## src/rtl/twhp_pkg.sv

```systemverilog
// ----------------------------------------------------------------------------
// twhp_pkg
// Shared constants and controller/datapath interface types for the windowed
// high-pass tap detector.
// ----------------------------------------------------------------------------
`default_nettype none

package twhp_pkg;

  localparam int WINDOW_DEPTH_DEF = 30;
  localparam int AXES             = 3;

  localparam int SAMPLE_W = 16;
  localparam int FILT_W   = 24;
  localparam int SUM_W    = 25;
  localparam int PROD_W   = 42;
  localparam int THR_W    = 15;
  localparam int ALPHA_W  = 16;
  localparam int BLANK_W  = 8;
  localparam int CFG_IDX_W  = 2;
  localparam int CFG_DATA_W = 16;
  localparam int IN_DATA_W  = 48;
  localparam int OUT_DATA_W = 8;

  localparam logic [CFG_IDX_W-1:0] REG_TAP_THRESHOLD    = 2'd0;
  localparam logic [CFG_IDX_W-1:0] REG_FILTER_ALPHA     = 2'd1;
  localparam logic [CFG_IDX_W-1:0] REG_BLANKING_SAMPLES = 2'd2;

  localparam logic [THR_W-1:0]   THR_RESET   = 15'd2304;
  localparam logic [ALPHA_W-1:0] ALPHA_RESET = 16'd15833;
  localparam logic [BLANK_W-1:0] BLANK_RESET = 8'd10;

  localparam logic [1:0] AXIS_X = 2'd0;
  localparam logic [1:0] AXIS_Y = 2'd1;
  localparam logic [1:0] AXIS_Z = 2'd2;

  typedef struct packed {
    logic accept;    // store incoming beat, advance ring
    logic prime;     // read oldest entry
    logic init;      // seed filters, read next entry
    logic mul;       // form products, read next entry
    logic scl;       // round, saturate, threshold
    logic decide;    // pick axis, compute skip
    logic wrap;      // reduce skip modulo depth, move start
    logic load_out;  // latch result into output register
  } twhp_cmd_t;

  typedef struct packed {
    logic full_next;  // window full once the current beat is stored
    logic last_step;  // final filter step of the pass
    logic tap;        // some axis crossed the threshold
    logic skip_ge;    // remaining skip still not below depth
  } twhp_sts_t;

endpackage

`default_nettype wire

```

## src/rtl/twhp_ctrl.sv

```systemverilog
// ----------------------------------------------------------------------------
// twhp_ctrl
// Sequencer for the tap detector: accept, filter pass, skip, result hand-off.
// ----------------------------------------------------------------------------
`default_nettype none

module twhp_ctrl (
  input  wire                      clk,
  input  wire                      rst_n,
  input  wire                      in_tvalid,
  output logic                     in_tready,
  output logic                     out_tvalid,
  input  wire                      out_tready,
  output twhp_pkg::twhp_cmd_t      cmd,
  input  wire twhp_pkg::twhp_sts_t sts
);

  typedef enum logic [2:0] {
    ST_IDLE, ST_PRIME, ST_INIT, ST_MUL, ST_SCL, ST_DECIDE, ST_WRAP, ST_DONE
  } state_t;

  state_t state_r, state_nxt;
  logic   out_valid_r, out_valid_nxt;
  logic   out_free;

  assign in_tready  = (state_r == ST_IDLE);
  assign out_tvalid = out_valid_r;
  assign out_free   = !out_valid_r || out_tready;

  always_comb begin
    cmd           = '0;
    state_nxt     = state_r;
    out_valid_nxt = out_valid_r && !out_tready;
    case (state_r)
      ST_IDLE: begin
        if (in_tvalid) begin
          cmd.accept = 1'b1;
          state_nxt  = sts.full_next ? ST_PRIME : ST_DONE;
        end
      end
      ST_PRIME: begin
        cmd.prime = 1'b1;
        state_nxt = ST_INIT;
      end
      ST_INIT: begin
        cmd.init  = 1'b1;
        state_nxt = ST_MUL;
      end
      ST_MUL: begin
        cmd.mul   = 1'b1;
        state_nxt = ST_SCL;
      end
      ST_SCL: begin
        cmd.scl   = 1'b1;
        state_nxt = sts.last_step ? ST_DECIDE : ST_MUL;
      end
      ST_DECIDE: begin
        cmd.decide = 1'b1;
        state_nxt  = sts.tap ? ST_WRAP : ST_DONE;
      end
      ST_WRAP: begin
        cmd.wrap = 1'b1;
        if (!sts.skip_ge) begin
          state_nxt = ST_DONE;
        end
      end
      ST_DONE: begin
        if (out_free) begin
          cmd.load_out  = 1'b1;
          out_valid_nxt = 1'b1;
          state_nxt     = ST_IDLE;
        end
      end
      default: begin
        state_nxt = ST_IDLE;
      end
    endcase
  end

  always_ff @(posedge clk) begin
    if (!rst_n) begin
      state_r     <= ST_IDLE;
      out_valid_r <= 1'b0;
    end else begin
      state_r     <= state_nxt;
      out_valid_r <= out_valid_nxt;
    end
  end

endmodule

`default_nettype wire

```

## config.mk

```make
export PLATFORM = sky130hd
export DESIGN_NAME = twhp_ctrl
export DESIGN_NICKNAME = d
export VERILOG_FILES = /design/src/rtl/twhp_pkg.sv /design/src/rtl/twhp_ctrl.sv
export SDC_FILE = /design/constraint.sdc
export NUM_CORES = 1
export LEC_CHECK = 0
export ABC_AREA = 0
export CORE_AREA = 2 2 39 41
export CTS_CLUSTER_DIAMETER = 120
export DETAILED_ROUTE_END_ITERATION = 12
export DIE_AREA = 0 0 41 43
export DONT_BUFFER_PORTS = 1
export PLACE_DENSITY = 0.41
export SLEW_MARGIN = 10
export SYNTH_ARGS = -nofsm -noshare
export SYNTH_HDL_FRONTEND = slang
export SYNTH_SLANG_ARGS = --single-unit
```

## constraint.sdc

```tcl
create_clock -name clk -period 2.65 [get_ports clk]
set_input_delay 0.265 -clock clk [delete_from_list [all_inputs] [get_ports clk]]
set_output_delay 0.265 -clock clk [all_outputs]
set_load 0.05 [all_outputs]
```

# ---- After elaboration in Yosys (flattened, before gate mapping)
# Cells that the tools add are included.
dict set report word_totals {
  out_inout_bits 10
  ff_bits 4
  wordCells 37
}
dict set report op_classes {
  reduce_logical 6
  mux 19
  n_eq_ne 10
}
# cell n
set ops {}
lappend ops {{one-hot mux 3 bit (8 select lines)} 1}
lappend ops {{two-way mux 3 bit} 5}
lappend ops {{two-way mux 1 bit} 13}
lappend ops {{equality test 3 bit, second input constant} 4}
lappend ops {{equality test 3 x 2 -> 1 bit, second input constant} 2}
lappend ops {{!= test 2 bit, second input constant} 3}
lappend ops {{equality test 3 x 1 -> 1 bit, second input constant} 1}
lappend ops {{logical NOT 3 bit} 1}
lappend ops {{AND reduction 3 bit} 1}
lappend ops {{logical NOT 1 bit} 2}
lappend ops {{logical AND 1 bit} 1}
lappend ops {{logical OR 1 bit} 1}

# ---- Longest topological paths before layout
# Gate-level depths: netlist of the first run.
dict set report depth {
  ltp_word 4
  mapped_depth 5
}

# ---- Worst setup path after synthesis of the first run
# Ideal clock, no wire load.
dict set report synth_path {
  path_type {reg2out}
  from {register state_r[2]}
  to {output port cmd[7] (netlist bit)}
  path_stages_with_launch 5
  t_arrival_ns 2.272
  slack_ns 0.113
  required_time_ns 2.385
  cell_sequence {dfxtp_1 -> buf_2 -> buf_2 -> nor3_1 -> and2_1}
}
# element line_no
set synth_rtl {}
lappend synth_rtl {{from (decl)} twhp_ctrl.sv:22} ;# state_t state_r, state_nxt;
lappend synth_rtl {{from (signal assigned)} twhp_ctrl.sv:85} ;# state_r <= state_nxt;
lappend synth_rtl {{to (decl)} twhp_ctrl.sv:14} ;# output twhp_pkg::twhp_cmd_t cmd,

==> flow_metrics.py, run 1 <==
metrics = {
    "clocking": {
        "root_buffer": "clkbuf_4",
        "cts_hold_buf": 0,
        "numCtsBuffers": 3,
        "clk_pin_slew_ps": 40,
        "clk_latency_ps": 240,
        "clock_path_buffers": 2,
        "clock_sinks": 4,
        "h-tree-depth": 1,
        "cts_setup_buffers": 0,
        "post_cts_resize_count": 0,
        "cts_tree": "yes",
    },
    "synthesis": {
        "avgSynthCellArea_um2": 7.51,
        "synth_cell_type_count": 23,
        "synth_warnings": 0,
        "synth_seq_cells": 4,
        "syn_nets": 49,
        "synth_edf_count": 0,
        "synth_cells": 41,
        "synth-async-reset-ratio": 0,
        "synth.cell_area_um2": 308,
        "yosysSeqAreaShare": 0.260,
        "ys.flop_type": "dfxtp_1",
    },
    "detailed_routing": {
        "dr.first_iter.drc_count": 3,
        "routed_wl_um": 736,
        "dr.max_layer_used": "met4",
        "drt-met1-wl_um": 313,
        "drc": 0,
        "dr_wl_met3_um": 70,
        "drtPass1Iterations": 4,
        "wl_per_cell_um": 12.7,
        "routed_via_density": 5.12,
        "ant_nets": 0,
        "via_count": 297,
        "dr_wl_met2_um": 340,
    },
    "setup_path": {
        "worstPathRequired_ps": 2380,
        "slowest_delay_ps": 790,
        "crit_path_top_delay_cell": "nor3b_2",
        "critPathTopFamily": "simple AND/OR/NAND/NOR gates",
        "path_class": "register to primary output",
        "path_buf_inv": 0,
        "start_kind": "register",
        "endpoint_kind": "primary output",
        "worst-path-max-fanout": 18,
        "worstPathCellList": "nor3b_2",
        "arrival_ps": 1690,
    },
    "global_route": {
        "grt_pass1_wl_um": 1260,
        "grt_max_degree": 19,
        "grt_pass1_vias": 259,
        "grt_use_total": 0.110,
        "grt_overflow": 0,
        "antenna_found_initial": 0,
    },
    "layout": {
        "drive_gt1_frac": 0.238,
        "nNetsFinal": 52,
        "final_cell_mix": "nor2_1, dfxtp_1",
        "postLayoutCellArea_um2": 357,
        "antenna_cells": 0,
        "instances_no_fill": 58,
        "syn_to_final_growth_pct": 15.9,
    },
    "run": {
        "max_cap_viol_count": 0,
    },
    "floorplan": {
        "fp.dieArea_um2": 1760,
        "coreArea_um2": 1380,
        "die_w_um": 41,
        "num_io_pins": 18,
        "initial_utilization": 0.222,
        "chipHeight_um": 43,
        "row_count": 14,
    },
    "sta": {
        "period_share": 0.738,
        "fin_skew_ps": 3.44,
        "max_slew_margin": 0.435,
        "final_max_slew_viol_count": 0,
        "fmax_ghz": 0.511,
        "tightest_slew_ps": 844,
        "rsz0062_at_grt": "false",
        "period_needed_ps": 1960,
        "setup_viol": 0,
        "fin_ws_ps": 694,
        "finalHoldViolations": 0,
        "final.setup.tns_ps": 0,
    },
    "run_status": {
        "status": "completed",
    },
    "placed_design": {
        "dpl.hpwl_um": 513,
        "dpl.cell_count": 55,
        "preCtsSetupSlack_ps": 953,
        "finalWeightedCongestion": 0.647,
        "placed_area_um2": 334,
        "port_buffers": 0,
    },
    "power": {
        "p_leak_nw": 0.136,
        "power_density_nw_per_um2": 841,
        "irDropWorstVdd_uv": 223,
    },
    "min_path": {
        "min_path_type": "primary input to register",
    },
}
-- through the flow --
step / total power, mW / util / hold WS (ps)
after global routing: 0.317 / 0.258 / 188
final: 0.300 / 0.258 / 173
after CTS: 0.304 / 0.258 / 170
after floorplan: 0.211 / - / 401
after detailed placement: 0.223 / 0.241 / 417
after global placement: 0.224 / 0.241 / 419
-- where the power goes --
| part | switching [mW] | internal (mW) | leakage [nW] |
|---|---|---|---|
| clock network | 0.0274 | 0.0508 | 0.0138 |
| registers | 0.0350 | 0.0689 | 0.0330 |
| logic | 0.0836 | 0.0342 | 0.0887 |
| total | 0.146 | 0.154 | 0.136 |
-- state kept, by name (all words and copies together), names as in the netlist --
name	count
out_tvalid	1
state_r	3
-- final timing paths --
check / from / end / slack (ps) / cells after the start
worst max-delay path: state_r[1] / cmd[5] / 690 / 1
worst min-delay path: rst_n / out_tvalid / 170 / 2
worst max register to register: out_tvalid / state_r[1] / 1220 / 3
worst min register to register: state_r[0] / state_r[0] / 720 / 2
-- cell usage after synthesis, drive strengths merged (2+ instances only) --
master / number / area, µm²
nor3b: 3 / 22.5
nand2: 2 / 7.51
o21ai: 2 / 10.0
dfxtp: 4 / 80.1
nand3: 3 / 15.0
and3b: 2 / 17.5
nor3: 2 / 10.0
buf: 5 / 31.3
nor2b: 2 / 12.5
nor2: 4 / 15.0
-- cell type report --
type	instances	area, µm²
timing repair buffer	3	22.5
inverter	1	3.75
sequential	4	80.1
multi-input combinational	31	208
tap	16	20.0
clock buffer	3	22.5
fill	153	1030
-- cell families (layout without fill, tap and decap cells) --
logic type             Yosys count  count (layout)  share of synthesized area
buffers and inverters            6               7                      0.114
AND/OR/NAND/NOR                 21              21                      0.390
multiplexers                     1               1                     0.0325
flip-flops                       4               4                      0.260
AO/OA/AOI/OAI                    9               9                      0.203
-- layer usage --
metal / vias to the layer above / GRT usage
li1: 153 / -
met1: 132 / 0.145
met2: 10 / 0.128
met3: 2 / 0.0733
met4: 0 / 0.0600
met5: - / 0
Note: power is estimated with default switching activity, not from simulation.
==> run 2, diff against run 1 <==
--- a/config.mk
+++ b/config.mk
@@ -11,7 +11,7 @@
 export DETAILED_ROUTE_END_ITERATION = 12
 export DIE_AREA = 0 0 41 43
 export DONT_BUFFER_PORTS = 1
-export PLACE_DENSITY = 0.41
+export PLACE_DENSITY = 0.42
 export SLEW_MARGIN = 10
 export SYNTH_ARGS = -nofsm -noshare
 export SYNTH_HDL_FRONTEND = slang
==> constraint.sdc (replaced) <==
create_clock -name clk -period 1.7 [get_ports clk]
set_input_delay 0.17 -clock clk [delete_from_list [all_inputs] [get_ports clk]]
set_output_delay 0.17 -clock clk [all_outputs]
set_load 0.05 [all_outputs]
==> run 2 against run 1 <==
Worst setup slack got worse by 550 ps; hold slack got worse by 85 ps; global-route usage fell by 0.62 points; sequential power rose by 56%; critical path depth rose by 2; clock power rose by 47%; largest power group unchanged; cell area rose by 20%; combinational power rose by 92%.
==> flow_metrics.py, run 2 (synthesized netlist as in run 1, its figures left out) <==
metrics = {
    "run_status": {
        "status": "completed",
    },
    "global_route": {
        "grt_overflow": 0,
        "grt_pass1_wl_um": 1210,
        "antenna_found_initial": 0,
        "grt_pass1_vias": 299,
        "grt_use_total": 0.103,
        "grt_max_degree": 19,
    },
    "layout": {
        "syn_to_final_growth_pct": 38.6,
        "antenna_cells": 0,
        "final_cell_mix": "buf_4, nor2_1, dfxtp_1",
        "nNetsFinal": 59,
        "seqCellArea_um2": 80.1,
        "drive_gt1_frac": 0.367,
        "fillCellCount": 155,
        "top_register": "state_r",
        "multi_input_area_um2": 213,
        "final_common_cell": "buf_4",
        "largest_reg_flops": 3,
    },
    "sta": {
        "final_max_slew_viol_count": 0,
        "period_needed_ps": 1560,
        "fin_hold_ws_ps": 88.2,
        "fmax_ghz": 0.641,
        "fin_skew_ps": 0.702,
        "final.setup.tns_ps": 0,
        "finalHoldViolations": 0,
        "max_slew_margin": 0.620,
        "period_share": 0.917,
        "tightest_slew_ps": 569,
        "setup_viol": 0,
        "rsz0062_at_grt": "false",
    },
    "floorplan": {
        "die_w_um": 41,
        "fp.dieArea_um2": 1760,
        "chipHeight_um": 43,
        "initial_utilization": 0.222,
        "coreArea_um2": 1380,
        "row_count": 14,
        "num_io_pins": 18,
    },
    "clocking": {
        "h-tree-depth": 1,
        "clock_sinks": 4,
        "cts_hold_buf": 0,
        "post_cts_resize_count": 0,
        "root_buffer": "clkbuf_4",
        "clock_path_buffers": 2,
        "clk_pin_slew_ps": 40,
        "cts_setup_buffers": 0,
        "clk_latency_ps": 230,
        "cts_tree": "yes",
        "numCtsBuffers": 3,
    },
    "detailed_routing": {
        "dr_wl_met2_um": 374,
        "dr.max_layer_used": "met3",
        "drc": 0,
        "routed_via_density": 4.80,
        "routed_wl_um": 736,
        "via_count": 312,
        "drtPass1Iterations": 4,
        "dr_wl_met3_um": 58,
        "ant_nets": 0,
        "wl_per_cell_um": 11.3,
        "drt-met1-wl_um": 303,
        "dr.first_iter.drc_count": 7,
    },
    "power": {
        "p_leak_nw": 0.178,
        "irDropWorstVdd_uv": 438,
        "power_density_nw_per_um2": 1180,
    },
    "placed_design": {
        "dpl.hpwl_um": 530,
        "finalWeightedCongestion": 0.650,
        "port_buffers": 0,
    },
    "setup_path": {
        "worstPathRequired_ps": 1530,
        "endpoint_kind": "primary output",
        "start_kind": "register",
        "path_class": "register to primary output",
        "worst-path-max-fanout": 17,
        "arrival_ps": 1390,
    },
    "run": {
        "max_cap_viol_count": 0,
    },
    "min_path": {
        "min_path_type": "primary input to register",
    },
}
## run 2: area by class of cell
class                   count  area share
well taps                  16      0.0469
flip-flops and latches      4       0.188
multi-input cells          31       0.499
repair buffers             10       0.205
clock buffers               3      0.0528
inverters                   1     0.00880
## run 2: final timing paths
kind / from / end / slack [ps] / depth (start not counted)
setup / recovery: state_r[2] / cmd[0] / 140 / 3
hold / removal: rst_n / out_tvalid / 90 / 2
setup reg to reg: state_r[2] / state_r[2] / 340 / 3
hold reg to reg: out_tvalid / out_tvalid / 670 / 3
## run 2: routing by layer
metal	up-vias	track usage
met5	-	0
met4	0	0.0600
met3	0	0.0681
met2	7	0.141
met1	141	0.115
li1	164	-
## run 2: critical path, cell delays in order, from the launching register on
cell,delay (ps)
dfxtp_1,670
nand3_1,170
nor2_1,120
buf_4,200
## run 2: power breakdown
| part | internal (mW) | switching [mW] |
|---|---|---|
| logic | 0.0899 | 0.137 |
| registers | 0.107 | 0.0551 |
| clock network | 0.0788 | 0.0362 |
## run 2: through the flow
stage | power [mW] | utilization | cell area [µm²] | cells | setup slack [ps]
floorplan | 0.335 | - | 318 | 41 | -270
global placement | 0.393 | 0.292 | 404 | 62 | 369
detailed placement | 0.392 | 0.292 | 404 | 62 | 373
CTS | 0.514 | 0.308 | 427 | 65 | 117
global route | 0.535 | 0.308 | 427 | 65 | 9.30
finish | 0.505 | 0.308 | 427 | 65 | 140
